$ cat src/rtl/rmq_pkg.sv
// types, constants and helpers shared by the rotation matrix to quaternion block
package rmq_pkg;

    typedef struct packed {
        logic signed [15:0] m00;
        logic signed [15:0] m01;
        logic signed [15:0] m02;
        logic signed [15:0] m10;
        logic signed [15:0] m11;
        logic signed [15:0] m12;
        logic signed [15:0] m20;
        logic signed [15:0] m21;
        logic signed [15:0] m22;
    } mat_t;

    typedef struct packed {
        logic signed [15:0] qw;
        logic signed [15:0] qx;
        logic signed [15:0] qy;
        logic signed [15:0] qz;
        logic [2:0]         path;
    } quat_t;

    localparam int unsigned CFG_IDX_W = 1;
    localparam int unsigned CFG_W     = 15;

    localparam logic [CFG_IDX_W-1:0] REG_W_THRESHOLD    = 1'b0;
    localparam logic [CFG_IDX_W-1:0] REG_AXIS_THRESHOLD = 1'b1;

    localparam logic [CFG_W-1:0] W_THRESHOLD_RESET    = 15'd16;
    localparam logic [CFG_W-1:0] AXIS_THRESHOLD_RESET = 15'd2;

    localparam logic [2:0] PATH_DIVIDE = 3'd0;
    localparam logic [2:0] PATH_X      = 3'd1;
    localparam logic [2:0] PATH_Y      = 3'd2;
    localparam logic [2:0] PATH_Z      = 3'd3;
    localparam logic [2:0] PATH_NONE   = 3'd4;

    // root of a 32 bit radicand gives 16 bits; 16 steps of 2 radicand bits
    localparam int unsigned RAD_W  = 32;
    localparam int unsigned ROOT_W = 16;
    // quotient of a 30 bit dividend (|d| * 4096) by a 15 bit divisor
    localparam int unsigned DIVD_W = 30;
    localparam int unsigned QUO_W  = 30;

    // signed result of a magnitude with saturation
    function automatic logic signed [15:0] sat_signed(input logic neg,
                                                      input logic [QUO_W-1:0] q);
        logic signed [15:0] r;
        if (neg)
        begin
            if (q > QUO_W'(32768))
                r = 16'sh8000;
            else
                r = 16'(-$signed({1'b0, q}));
        end
        else
        begin
            if (q > QUO_W'(32767))
                r = 16'sh7fff;
            else
                r = 16'(q);
        end
        return r;
    endfunction

endpackage

$ cat src/rtl/rmq_div_pipe.sv
// pipelined restoring divider, one quotient bit per stage
module rmq_div_pipe #(
    parameter int unsigned TAG_W = 8
) (
    input  logic                        clk,
    input  logic                        rst_n,
    input  logic                        in_valid,
    input  logic [rmq_pkg::DIVD_W-1:0]  dividend,
    input  logic [14:0]                 divisor,
    input  logic [TAG_W-1:0]            in_tag,
    output logic                        out_valid,
    output logic [rmq_pkg::QUO_W-1:0]   quotient,
    output logic [TAG_W-1:0]            out_tag
);
    localparam int unsigned N = rmq_pkg::DIVD_W;

    logic [N:0]       valid_reg;
    logic [N-1:0]     num_reg [N+1];
    logic [15:0]      rem_reg [N+1];
    logic [14:0]      dvs_reg [N+1];
    logic [TAG_W-1:0] tag_reg [N+1];

    assign valid_reg[0] = in_valid;
    assign num_reg[0]   = dividend;
    assign rem_reg[0]   = '0;
    assign dvs_reg[0]   = divisor;
    assign tag_reg[0]   = in_tag;

    for (genvar s = 0; s < N; s++)
    begin : g_stage
        logic [16:0] rem_sh;
        logic        take;

        always_comb
        begin
            rem_sh = {rem_reg[s], num_reg[s][N-1]};
            take   = rem_sh >= {2'b00, dvs_reg[s]};
        end

        always_ff @(posedge clk or negedge rst_n)
        begin
            if (!rst_n)
                valid_reg[s+1] <= 1'b0;
            else
                valid_reg[s+1] <= valid_reg[s];
        end

        // quotient bits shift in at the bottom of the dividend word
        always_ff @(posedge clk)
        begin
            num_reg[s+1] <= {num_reg[s][N-2:0], take};
            rem_reg[s+1] <= take ? 16'(rem_sh - {2'b00, dvs_reg[s]}) : rem_sh[15:0];
            dvs_reg[s+1] <= dvs_reg[s];
            tag_reg[s+1] <= tag_reg[s];
        end
    end

    assign out_valid = valid_reg[N];
    assign quotient  = num_reg[N];
    assign out_tag   = tag_reg[N];
endmodule

$ cat config.mk
export PLATFORM = sky130hd
export DESIGN_NAME = rmq_div_pipe
export DESIGN_NICKNAME = d
export VERILOG_FILES = /design/src/rtl/rmq_pkg.sv /design/src/rtl/rmq_div_pipe.sv
export SDC_FILE = /design/constraint.sdc
export NUM_CORES = 2
export LEC_CHECK = 0
export ABC_CLOCK_PERIOD_IN_PS = 4930
export BUFFER_PORTS_ARGS = -buffer_cell sky130_fd_sc_hd__buf_4
export CAP_MARGIN = 20
export CORE_MARGIN = 4
export CORE_UTILIZATION = 60
export CTS_CLUSTER_SIZE = 10
export DETAILED_ROUTE_END_ITERATION = 8
export HOLD_SLACK_MARGIN = 0.12
export PLACE_DENSITY = 0.76
export SLEW_MARGIN = 20
export SYNTH_ARGS = -nofsm -noshare
export SYNTH_HDL_FRONTEND = slang
export SYNTH_SLANG_ARGS = --single-unit
$ cat constraint.sdc
create_clock -name clk -period 4.93 [get_ports clk]
set_clock_uncertainty 0.2 [all_clocks]
set_input_delay 0.986 -clock clk [delete_from_list [all_inputs] [get_ports clk]]
set_output_delay 0.986 -clock clk [all_outputs]
set_load 0.01 [all_outputs]
## After elaboration in Yosys (flattened, before gate mapping)

Index checks and enable logic that the tools add are counted.

| operators by class | value |
|---|---|
| $add $sub $neg | 29 |
| order comparisons | 30 |
| mux-type cells | 29 |

Operators by type and width:

| operator | number |
|---|---|
| $ge 17x15->1 | 29 |
| $mux 16 | 28 |
| $sub 16x15->16 | 28 |
| $sub 1x15->16 | 1 |
| $ge 1x15->1 | 1 |
| $mux 1 | 1 |

| word-level totals | value |
|---|---|
| register bits after elaboration | 2069 |
| bits of input ports | 56 |
| output and inout bits | 39 |
| logic and storage cells | 237 |

## Logic depth before layout (Yosys ltp)

| logic depth | value |
|---|---|
| depth after elaboration | 2 |
| gate-level depth with buffers | 12 |

## Worst setup path before layout

Ideal clock, no wire load.

| timing path | value |
|---|---|
| path kind | register to register |
| from | reg dvs_reg[436] (netlist bit) |
| to | reg rem_reg (netlist bit g_stage[2].rem_sh[10]) |
| library setup time | 121 ps |
| arrival | 2654 ps |
| data required time | 4609 ps |
| setup slack | 1955 ps |
| cell stages (with the launch flop) | 13 |
| buffers on the path | 2 |
| period minus slack after synthesis | 2975 ps |
| cell sequence | dfxtp_1 inv_1 ha_1 nor2b_1 o31a_1 o31a_1 o22ai_2 o21ai_1 a221oi_1 and2_1 buf_4 buf_6 mux2_2 |

| on the way | value |
|---|---|
| cells in the longest elaborated chain, start to end | 2 |
| elaborated cells on any way between the ends | 3 |
| classes of those cells | add/sub: 1; order compare: 1; mux: 1 |

RTL lines:

| what | line | text |
|---|---|---|
| start, declared | rmq_div_pipe.sv:20 | `logic [14:0] dvs_reg [N+1];` |
| start signal, assigned by index | rmq_div_pipe.sv:53 | `dvs_reg[s+1] <= dvs_reg[s];` |
| $sub 16x15->16 / $ge 17x15->1 (equally long branches) | rmq_div_pipe.sv:52, rmq_div_pipe.sv:37 |  |
| $mux 16 * | rmq_div_pipe.sv:52 | `rem_reg[s+1] <= take ? 16'(rem_sh - {2'b00, dvs_reg[s]}) : rem_sh[15:0];` |
| end signal, assigned by index | rmq_div_pipe.sv:52 |  |
| end, declared | rmq_div_pipe.sv:19 | `logic [15:0] rem_reg [N+1];` |

Mark *: on every way between the ends. The rest lies on a longest branch, timed or not.
A chain may end at the register's enable or synchronous reset.

## Worst setup path in the final report

| timing path | value |
|---|---|
| from | reg dvs_reg[265] (netlist bit) |
| to | reg rem_reg (netlist bit g_stage[14].rem_sh[5]) |

| on the way | value |
|---|---|
| cells in the longest elaborated chain, start to end | 2 |

RTL lines:

| what | line | text |
|---|---|---|
| $ge 17x15->1 | rmq_div_pipe.sv:37 | `take = rem_sh >= {2'b00, dvs_reg[s]};` |
| $mux 16 | rmq_div_pipe.sv:52 |  |

Every way passes these cells.

==> results.json <==
{
  "run_status": "completed",
  "synth_area_leader_cell": "sky130_fd_sc_hd__dfxtp_1",
  "reg_area_um2": 41600,
  "grt_max_degree": 33,
  "timing_worst_slew_pin_value_ps": 1020,
  "max_cap_viol_count": 0,
  "track_usage_pct": 20.6,
  "placed_area_um2": 70600,
  "initial_core_util_pct": 60.7,
  "route.antenna.remaining_nets": 0,
  "ys_top_cells_by_count": "sky130_fd_sc_hd__dfxtp_1, sky130_fd_sc_hd__inv_1, sky130_fd_sc_hd__ha_1",
  "cts_max_level": 4,
  "setup_viol": 0,
  "start_to_end_type_of_the_worst_setup_path": "reg2reg",
  "ir_worst_vdd_mv": 0.434,
  "detail_route.drc_violations": 0,
  "timing.max_slew.rel_slack_pct": 32.1,
  "number_of_flip_flops_in_the_largest_register": 841,
  "initial_antenna_violation_count": 0,
  "post-route-min-period_ps": 3560,
  "fillers": 8186,
  "power_density_nw_per_um2": 662,
  "critical_path.max_fanout": 30,
  "unrepaired_setup_endpoints_after_global_routing": "false",
  "synthesis.nets": 6637,
  "drive_gt1_share_pct": 9.09,
  "vias_per_cell": 5.26,
  "grt_overflow": 0,
  "synth_seq_area_share_pct": 60.6,
  "dp_hpwl_um": 85500,
  "multiInputGateArea_um2": 24300,
  "ys_seq_elements": 2069,
  "cts-root-to-sink-buffers": 3,
  "io_buffers": 94,
  "postCtsSetupBuffers": 0,
  "yosys.cell_types.count": 86,
  "ios": 95,
  "clock.fmax_ghz": 0.281,
  "fp.dieArea_um2": 120000,
  "critical_path.startpoint": "dvs_reg[265]$_DFF_P_",
  "cts_made_buffers": 228,
  "report.final.slew_viol_count": 0,
  "placeableCoreArea_um2": 113000,
  "vias": 41900,
  "numClockSinks": 2069,
  "detail_route.wirelength_um": 126000,
  "number_of_global_route_vias_before_repair": 42200,
  "synth_largest_type_area_fraction_pct": 59.5,
  "setup.worst_path.start_class": "register",
  "worst_setup_path_end_kind": "register",
  "worst-endpoint-required_ps": 5390,
  "clk_transition_reported_paths_ps": 50,
  "timing.final.crit_share_pct": 72.3,
  "clk-insertion-delay-late_ps": 820,
  "r2r_start": "dvs_reg[265]$_DFF_P_",
  "number_of_enable_type_register_cells_in_the_synthesized_netlist": 0,
  "cts_resized": 0,
  "ctsRootBufferMaster": "sky130_fd_sc_hd__clkbuf_16",
  "area.growth.synth_to_final_pct": 13.7,
  "synth.area.top_cells": "sky130_fd_sc_hd__dfxtp_1, sky130_fd_sc_hd__ha_1, sky130_fd_sc_hd__a21oi_1",
  "tritoncts": "yes",
  "p_leak_uw": 0.0353,
  "drt_first_pass_iters": 6,
  "grt_pass1_wl_um": 207000,
  "final_nets": 6939,
  "post_drt_wl_per_cell_um": 15.8,
  "postSynth.topFlopCell": "sky130_fd_sc_hd__dfxtp_1",
  "synthesis.area_um2": 68600,
  "post_synth_arst_share_pct": 1.45,
  "gp_congestion": 0.894,
  "whs_ps": 112,
  "drt_iter0_drc": 2486,
  "netlist_instances": 6116,
  "holdCritPathClass": "reg2reg",
  "std_cell_rows": 123,
  "syn-mean-instance-area_um2": 11.2,
  "yosysMostFrequentCell": "sky130_fd_sc_hd__dfxtp_1",
  "setup.reg_to_reg.worst_slack_ps": 1370,
  "report.power.total_uw": 51700,
  "worst-endpoint-arrival_ps": 4020,
  "die_width_um": 346,
  "hold_violations": 0,
  "final.setup.tns_ps": 0,
  "antenna-diode-count": 0,
  "die_height_um": 346,
  "layout.cell_area.non_filler_um2": 78000,
  "synth_warnings": 0,
  "min_from": "num_reg[401]$_DFF_P_"
}
-- placed cells by master, fill, tap and decap left out, types with 91 or more instances in the layout --
master | synthesis | layout
sky130_fd_sc_hd__dfxtp_1 | 2039 | 2039
sky130_fd_sc_hd__inv_1 | 562 | 562
sky130_fd_sc_hd__ha_1 | 437 | 437
sky130_fd_sc_hd__a21oi_1 | 429 | 427
sky130_fd_sc_hd__nor2_1 | 361 | 361
sky130_fd_sc_hd__o21ai_0 | 285 | 284
sky130_fd_sc_hd__nand2_1 | 256 | 256
sky130_fd_sc_hd__clkbuf_16 | 0 | 229
sky130_fd_sc_hd__xnor2_1 | 179 | 179
sky130_fd_sc_hd__mux2_2 | 167 | 167
sky130_fd_sc_hd__xor2_1 | 141 | 141
sky130_fd_sc_hd__a21o_1 | 133 | 133
sky130_fd_sc_hd__buf_4 | 41 | 104
sky130_fd_sc_hd__dlygate4sd3_1 | 0 | 102
sky130_fd_sc_hd__nor2b_1 | 93 | 93
sky130_fd_sc_hd__nor3_1 | 91 | 91
-- kinds of logic after synthesis --
group                      synth area share, %
DFF                                       60.6
AOI/OAI and AO/OA                         11.8
muxes                                     3.05
and+or+nand+nor                           7.62
adders and majority gates                 8.79
buffers and inverters                     4.08
xor gates and xnor gates                  4.09
-- power by group --
group | leakage, uW | switching [uW] | total [uW] | internal (uW)
Clock | 0.00310 | 6180 | 14600 | 8470
Combinational | 0.0148 | 8390 | 15600 | 7170
Sequential | 0.0174 | 1500 | 21400 | 19900
-- timing repair --
item / in CTS / in global routing
endpoints found under the setup margin: 0 / 0
hold buffers: 101 / 1
endpoints found under the hold margin: 130 / 1
-- final cells by class --
type,count,share of cell area (%)
flip-flops and latches,2069,53.3
multi-input cells,3350,31.1
clock buffers,263,7.66
inverters,563,2.71
well taps,1500,2.41
repair buffers,206,2.31
clock inverters,15,0.532
-- worst max-delay path, cell delays in order (launching register included) --
cell                        delay [ps]
sky130_fd_sc_hd__dfxtp_1           320
sky130_fd_sc_hd__inv_1              40
sky130_fd_sc_hd__ha_1              360
sky130_fd_sc_hd__a21o_1            220
sky130_fd_sc_hd__a21o_1            190
sky130_fd_sc_hd__a21oi_1           200
sky130_fd_sc_hd__o21bai_1          160
sky130_fd_sc_hd__a2111oi_0         520
sky130_fd_sc_hd__nand2_1           710
sky130_fd_sc_hd__mux2_2            520
-- through the flow --
| step | cells | setup WS (ps) | util, % |
|---|---|---|---|
| final | 7966 | 1370 | 69.1 |
| after global routing | 7966 | 1090 | 69.1 |
| after CTS | 7965 | 1360 | 69.0 |
| after detailed placement | 7586 | 1410 | 62.5 |
| after global placement | 7586 | 1480 | 62.5 |
| after floorplan | 6116 | 1960 | - |
-- final timing paths --
check	endpoint	cells past startpoint
max	g_stage[14].rem_sh[5]$_DFF_P_	9
min	num_reg[372]$_DFF_P_	0
max reg2reg	g_stage[14].rem_sh[5]$_DFF_P_	9
min reg2reg	num_reg[372]$_DFF_P_	0
max in group asynchronous	valid_reg[29]$_DFF_PN0_	2
min in group asynchronous	valid_reg[1]$_DFF_PN0_	2
-- per-layer routing --
layer	global-route usage, %	wire length [um]
met1	26.1	55400
met2	36.3	62400
met3	3.25	4820
met4	6.81	2990
met5	0	0
Power figures use the tool's default switching activity.
