[src/rtl/rmq_pkg.sv]
// types, constants and helpers shared by the rotation matrix to quaternion block
package rmq_pkg;

    typedef struct packed {
        logic signed [15:0] m00;
        logic signed [15:0] m01;
        logic signed [15:0] m02;
        logic signed [15:0] m10;
        logic signed [15:0] m11;
        logic signed [15:0] m12;
        logic signed [15:0] m20;
        logic signed [15:0] m21;
        logic signed [15:0] m22;
    } mat_t;

    typedef struct packed {
        logic signed [15:0] qw;
        logic signed [15:0] qx;
        logic signed [15:0] qy;
        logic signed [15:0] qz;
        logic [2:0]         path;
    } quat_t;

    localparam int unsigned CFG_IDX_W = 1;
    localparam int unsigned CFG_W     = 15;

    localparam logic [CFG_IDX_W-1:0] REG_W_THRESHOLD    = 1'b0;
    localparam logic [CFG_IDX_W-1:0] REG_AXIS_THRESHOLD = 1'b1;

    localparam logic [CFG_W-1:0] W_THRESHOLD_RESET    = 15'd16;
    localparam logic [CFG_W-1:0] AXIS_THRESHOLD_RESET = 15'd2;

    localparam logic [2:0] PATH_DIVIDE = 3'd0;
    localparam logic [2:0] PATH_X      = 3'd1;
    localparam logic [2:0] PATH_Y      = 3'd2;
    localparam logic [2:0] PATH_Z      = 3'd3;
    localparam logic [2:0] PATH_NONE   = 3'd4;

    // root of a 32 bit radicand gives 16 bits; 16 steps of 2 radicand bits
    localparam int unsigned RAD_W  = 32;
    localparam int unsigned ROOT_W = 16;
    // quotient of a 30 bit dividend (|d| * 4096) by a 15 bit divisor
    localparam int unsigned DIVD_W = 30;
    localparam int unsigned QUO_W  = 30;

    // signed result of a magnitude with saturation
    function automatic logic signed [15:0] sat_signed(input logic neg,
                                                      input logic [QUO_W-1:0] q);
        logic signed [15:0] r;
        if (neg)
        begin
            if (q > QUO_W'(32768))
                r = 16'sh8000;
            else
                r = 16'(-$signed({1'b0, q}));
        end
        else
        begin
            if (q > QUO_W'(32767))
                r = 16'sh7fff;
            else
                r = 16'(q);
        end
        return r;
    endfunction

endpackage

[src/rtl/rmq_sqrt_pipe.sv]
// pipelined integer square root, one result bit per stage
module rmq_sqrt_pipe #(
    parameter int unsigned TAG_W = 8
) (
    input  logic                        clk,
    input  logic                        rst_n,
    input  logic                        in_valid,
    input  logic [rmq_pkg::RAD_W-1:0]   radicand,
    input  logic [TAG_W-1:0]            in_tag,
    output logic                        out_valid,
    output logic [rmq_pkg::ROOT_W-1:0]  root,
    output logic [TAG_W-1:0]            out_tag
);
    localparam int unsigned N = rmq_pkg::ROOT_W;
    localparam int unsigned R = rmq_pkg::RAD_W;

    logic [N:0]       valid_reg;
    logic [R-1:0]     rad_reg  [N+1];
    logic [N+1:0]     rem_reg  [N+1];
    logic [N-1:0]     res_reg  [N+1];
    logic [TAG_W-1:0] tag_reg  [N+1];

    assign valid_reg[0] = in_valid;
    assign rad_reg[0]   = radicand;
    assign rem_reg[0]   = '0;
    assign res_reg[0]   = '0;
    assign tag_reg[0]   = in_tag;

    for (genvar s = 0; s < N; s++)
    begin : g_stage
        logic [N+1:0] rem_next;
        logic [N+1:0] trial;
        logic [N+1:0] rem_sh;

        always_comb
        begin
            rem_sh = {rem_reg[s][N-1:0], rad_reg[s][R-1 -: 2]};
            trial  = {res_reg[s], 2'b01};
            if (rem_sh >= trial)
                rem_next = rem_sh - trial;
            else
                rem_next = rem_sh;
        end

        always_ff @(posedge clk or negedge rst_n)
        begin
            if (!rst_n)
                valid_reg[s+1] <= 1'b0;
            else
                valid_reg[s+1] <= valid_reg[s];
        end

        always_ff @(posedge clk)
        begin
            rad_reg[s+1] <= {rad_reg[s][R-3:0], 2'b00};
            rem_reg[s+1] <= rem_next;
            res_reg[s+1] <= {res_reg[s][N-2:0], rem_sh >= trial};
            tag_reg[s+1] <= tag_reg[s];
        end
    end

    assign out_valid = valid_reg[N];
    assign root      = res_reg[N];
    assign out_tag   = tag_reg[N];
endmodule

[config.mk]
export PLATFORM = sky130hd
export DESIGN_NAME = rmq_sqrt_pipe
export DESIGN_NICKNAME = d
export VERILOG_FILES = /design/src/rtl/rmq_pkg.sv /design/src/rtl/rmq_sqrt_pipe.sv
export SDC_FILE = /design/constraint.sdc
export NUM_CORES = 1
export LEC_CHECK = 0
export BUFFER_PORTS_ARGS = -buffer_cell sky130_fd_sc_hd__buf_2
export CAP_MARGIN = 20
export CELL_PAD_IN_SITES_DETAIL_PLACEMENT = 1
export CELL_PAD_IN_SITES_GLOBAL_PLACEMENT = 2
export CORE_ASPECT_RATIO = 0.5
export CORE_MARGIN = 8
export CORE_UTILIZATION = 45
export CTS_CLUSTER_DIAMETER = 80
export DETAILED_ROUTE_END_ITERATION = 8
export HOLD_SLACK_MARGIN = 0.06
export PLACE_DENSITY = 0.87
export SYNTH_ARGS = -nofsm -noshare
export SYNTH_HDL_FRONTEND = slang
export SYNTH_SLANG_ARGS = --single-unit
[constraint.sdc]
create_clock -name clk -period 7.4 [get_ports clk]
set_input_delay 0 -clock clk [delete_from_list [all_inputs] [get_ports clk]]
set_output_delay 0 -clock clk [all_outputs]
set_load 0.02 [all_outputs]
=== Word-level counts from Yosys, hierarchy flattened ===
Cells that the tools add are included.

* Register bits: 747
* Input port bits: 43
* Output and inout bits: 25
* Logic and storage cells: 125

* Add/sub/neg operators: 15
* $lt $le $gt $ge: 16
* Multiplexer cells: 15

{| class="wikitable"
|+ Operators with widths
! operator !! number
|-
| 16-bit two-way mux || 14
|-
| 18-bit by 10-bit >= comparator with 1-bit output || 1
|-
| 18-bit by 11-bit >= comparator with 1-bit output || 1
|-
| 18-bit by 12-bit >= comparator with 1-bit output || 1
|-
| 18-bit by 13-bit >= comparator with 1-bit output || 1
|-
| 18-bit by 14-bit >= comparator with 1-bit output || 1
|-
| 18-bit by 15-bit >= comparator with 1-bit output || 1
|-
| 18-bit by 16-bit >= comparator with 1-bit output || 1
|-
| 18-bit by 17-bit >= comparator with 1-bit output || 1
|-
| 18-bit by 3-bit >= comparator with 1-bit output || 1
|-
| 18-bit by 4-bit >= comparator with 1-bit output || 1
|-
| 18-bit by 5-bit >= comparator with 1-bit output || 1
|-
| 18-bit by 6-bit >= comparator with 1-bit output || 1
|-
| 18-bit by 7-bit >= comparator with 1-bit output || 1
|-
| 18-bit by 8-bit >= comparator with 1-bit output || 1
|-
| 18-bit by 9-bit >= comparator with 1-bit output || 1
|-
| 16-bit by 10-bit subtractor with 16-bit output || 1
|-
| 16-bit by 11-bit subtractor with 16-bit output || 1
|-
| 16-bit by 12-bit subtractor with 16-bit output || 1
|-
| 16-bit by 13-bit subtractor with 16-bit output || 1
|-
| 16-bit by 14-bit subtractor with 16-bit output || 1
|-
| 16-bit by 15-bit subtractor with 16-bit output || 1
|-
| 16-bit subtractor || 1
|-
| 16-bit by 3-bit subtractor with 16-bit output || 1
|-
| other kinds (9) || 9
|}

=== Logic depth before layout (Yosys ltp) ===
* Word-level depth: 2
* Mapped depth: 12
* Gate-level depth less buffers: 10

=== Worst setup path before layout ===
OpenSTA, ideal clock, no wires.

* Path kind: register to register
* Start point: register res_reg (netlist bit g_stage[12].trial[7])
* End point: register rem_reg (netlist bit g_stage[13].rem_sh[13])
* Library setup time: 121 ps
* Arrival time: 2398 ps
* Required time: 7279 ps
* Setup slack: 4881 ps
* Cell stages (with the launch flop): 11
* Buffers on the path: 1
* Period minus slack after synthesis: 2519 ps
* Cells stage by stage: dfxtp_1 inv_1 ha_1 nand4_2 or4b_1 or3b_1 a211oi_1 or3_1 buf_2 inv_1 mux2_2

* Cells in the longest elaborated chain, start to end: 2
* Elaborated cells between the ends (all ways): 3
* Classes of those cells: add/sub (1); order compare (1); mux (1)

{| class="wikitable"
|+ Ends and longest elaborated chain
! item !! line !! source
|-
| start, declared || rmq_sqrt_pipe.sv:20 || <nowiki>logic [N-1:0] res_reg [N+1];</nowiki>
|-
| start signal, assigned by index || rmq_sqrt_pipe.sv:57 || <nowiki>res_reg[s+1] <= {res_reg[s][N-2:0], rem_sh >= trial};</nowiki>
|-
| 16-bit by 14-bit subtractor with 16-bit output or 18-bit by 14-bit >= comparator with 1-bit output (tied branches) || rmq_sqrt_pipe.sv:40, rmq_sqrt_pipe.sv:39 ||
|-
| 16-bit two-way mux (*) || rmq_sqrt_pipe.sv:39 || <nowiki>if (rem_sh >= trial)</nowiki>
|-
| via g_stage[12].rem_next[11] || rmq_sqrt_pipe.sv:31 || <nowiki>logic [N+1:0] rem_next;</nowiki>
|-
| end signal, assigned by index || rmq_sqrt_pipe.sv:56 || <nowiki>rem_reg[s+1] <= rem_next;</nowiki>
|-
| end, declared || rmq_sqrt_pipe.sv:19 || <nowiki>logic [N+1:0] rem_reg [N+1];</nowiki>
|}

Mark *: on every way through the listed nets, which the timed path passes. The rest lies on a longest branch.
A chain may end at the register's enable or synchronous reset.

=== Worst setup path after layout ===
Same ends and word-level chain as after synthesis.

==> metrics.cfg <==
[power]
p_sw_frac=0.288
combPwrFrac=0.205
p_per_area_nw_per_um2=373
p_int_w=0.00758
leakagePower_nw=13.2
p_switching_w=0.00307
fin_total_pwr_w=0.0107
p_seq_frac=0.476
irDropWorstVdd_mv=0.216
clkPwrFrac=0.319

[route]
drtIter0Drc=542
wire_per_inst_um=15.7
vias=15300
dr.pass1.iters=4
route.detailed.drc=0
via_per_inst=4.87
ant_nets=0
wirelength_um=49300

[logic_synthesis]
synth_edf_count=0
netlist_area_um2=24500
yosys.area.top_type=dfxtp_1
ys.flop_type=dfxtp_1
synth.distinct_cells=72
syn_avg_cell_area_um2=11.1
synth_cells=2200
synth_area_leaders=dfxtp_1, ha_1, xnor2_1
ys_ff_latch=744
syn-num-nets=2395
synthArstFlopShare=0.0215
synth_seq_area_share=0.611
synth_top_area_share=0.595
ys_warn_count=0

[timing]
hold_viol=0
fmaxAchievable_mhz=323
setup-violations-final=0
fin_skew_ps=23.8
slew_headroom=0.443
tightestPinTransition_ps=830
slew_viol_final=0
tns_ps=0
worst_hold_slack_ps=114
rsz0062_at_grt=false
fin_crit_ps=3100
min_period_over_period=0.418

[global_route]
track_usage=0.156
grt_pass1_wl_um=82700
grt-ovfl-total=0
grt_pass1_vias=16700
grt_max_degree=29
grt_antenna_before_repair=0

[setup_path]
cp-endpoint=g_stage[13].rem_sh[13]$_DFF_P_
crit_arrival_ps=3600
rr_endpoint=g_stage[13].rem_sh[13]$_DFF_P_
cp_common_cell=inv_1
path_cells=inv_1 -> ha_1 -> nand4_2 -> or4b_1 -> or3b_1 -> a211oi_1 -> or3_1 -> inv_1 -> mux2_2
startpoint_type=flop
cp_max_fo=25
timing.critical_path.buf_inv=2
r2r_cells=9
cpLargestDelayFamily=simple AND/OR/NAND/NOR gates
crit_start=g_stage[12].trial[7]$_DFF_P_
crit_cells=9
slowest_delay_ps=710
cpMaxStageDelayCell=or3_1
r2r_setup_slack_ps=4300
r2r-start=g_stage[12].trial[7]$_DFF_P_
crit_required_ps=7910
end_kind=flop
critical_path_class=flop to flop

[hold_path]
hp-class=input port to flop
holdPathStages=3

[cells_and_area]
drive_gt1_frac=0.0915
final_common_cell=dfxtp_1
syn_to_final_growth_pct=16.6
antenna_cells_inserted=0
final_util=0.532
num-fill-cells=5707
mostFrequentLayoutCells=dfxtp_1, inv_1, ha_1, a21oi_1, nor2_1
largest_register_ffs=254
finalNonFillerCells=3149
nets=2578

[clock_tree]
clock_path_buffers=3
clkTransAtPathRegs_ps=70
root_buffer=clkbuf_16
post_cts_buffers=0
clk_latency_ps=630
cts_buffers=61
cts_sinks=744
cts_tree=built
htreeDepth=2
cts_resized=0
cts_hold_buf=84

[placed_design]
dp.cells=2947
place_hpwl_um=33500
numPortBuffers=67
routabilityCongestion=0.849

[die]
start_util=0.456
core_um2=53800
fp.dieW_um=346
fp.dieArea_um2=62600
ios=68
die_y_um=181
num_rows=60

[outcome]
status=completed

[job]
max_cap_viol_count=0

-- power by group through the flow --
stage / sequential (W) / combinational (W) / clock [W]
2_1_floorplan: 0.00502 / 0.00169 / 0
3_3_place_gp: 0.00514 / 0.00207 / 0
3_5_place_dp: 0.00516 / 0.00213 / 0
4_1_cts: 0.00507 / 0.00220 / 0.00347
5_1_grt: 0.00514 / 0.00247 / 0.00368
6_report: 0.00507 / 0.00219 / 0.00339
-- layout make-up --
class | count | area, um2 | area share
flip-flops and latches | 744 | 15000 | 0.524
multi-input cells | 1246 | 8710 | 0.305
clock buffers | 91 | 1790 | 0.0626
repair buffers | 154 | 1210 | 0.0423
well taps | 713 | 892 | 0.0312
inverters | 176 | 661 | 0.0231
clock inverters | 25 | 342 | 0.0120
-- synth_stat cells (3+ instances only) --
library cell	n
a2111oi_0	3
a211o_1	5
a211oi_1	10
a21boi_0	4
a21o_1	27
a21oi_1	136
a31oi_1	11
and2_1	9
and3_1	9
and4_1	4
buf_2	7
buf_4	8
clkbuf_1	16
dfrtp_1	16
dfxtp_1	728
ha_1	152
inv_1	175
mux2_2	33
mux2i_1	6
nand2_1	111
nand2b_1	24
nand3_1	31
nand3b_1	11
nand4_1	17
nand4b_1	6
nor2_1	135
nor2b_1	20
nor3_1	43
nor3b_1	5
nor4_1	14
o211ai_1	12
o21a_1	33
o21ai_0	102
o21bai_1	11
o22ai_1	3
o31a_1	8
o31ai_1	8
o41ai_1	4
or2_2	7
or3_1	27
or4_1	5
xnor2_1	97
xor2_1	66
-- metal layers --
| metal | vias to the layer above | track usage | wire length [um] |
|---|---|---|---|
| met4 | 0 | 0.0444 | 1180 |
| met5 | - | 0 | 0 |
| li1 | 7802 | - | - |
| met3 | 97 | 0.0288 | 1370 |
| met2 | 159 | 0.305 | 26000 |
| met1 | 7290 | 0.171 | 20800 |
-- worst min-delay path by stage --
stage	endpoint	start
floorplan	out_valid$_DFF_PN0_	rst_n
global placement	out_valid$_DFF_PN0_	rst_n
detailed placement	out_valid$_DFF_PN0_	rst_n
CTS	g_stage[1].trial[2]$_DFF_P_	radicand[30]
global route	g_stage[1].trial[2]$_DFF_P_	radicand[30]
finish	g_stage[1].trial[2]$_DFF_P_	radicand[30]
-- logic make-up (layout without fill, tap and decap cells) --
logic type | Yosys count | after routing | share of synthesized area
other | 1 | 1 | 0.000153
XOR/XNOR | 163 | 163 | 0.0582
flip-flops | 744 | 744 | 0.611
AND/OR/NAND/NOR | 490 | 490 | 0.100
AO/OA/AOI/OAI | 401 | 401 | 0.101
multiplexers | 39 | 39 | 0.0176
buffers and inverters | 210 | 446 | 0.0338
adder cells (fa/ha/maj) | 152 | 152 | 0.0776
-- worst reg2reg max path: stages (launching register included) --
cell and delay [ps]:
dfxtp_1 320, inv_1 50, ha_1 410, nand4_2 170, or4b_1 530, or3b_1 210, a211oi_1 40, or3_1 710
inv_1 210, mux2_2 340
-- through the flow --
step / worst slack (ps) / instance area, um2
floorplan: 4880 / 24500
global placement: 4370 / 25600
detailed placement: 4320 / 25600
CTS: 4300 / 28600
global route: 4180 / 28600
finish: 4300 / 28600
Power figures use the tool's default switching activity.
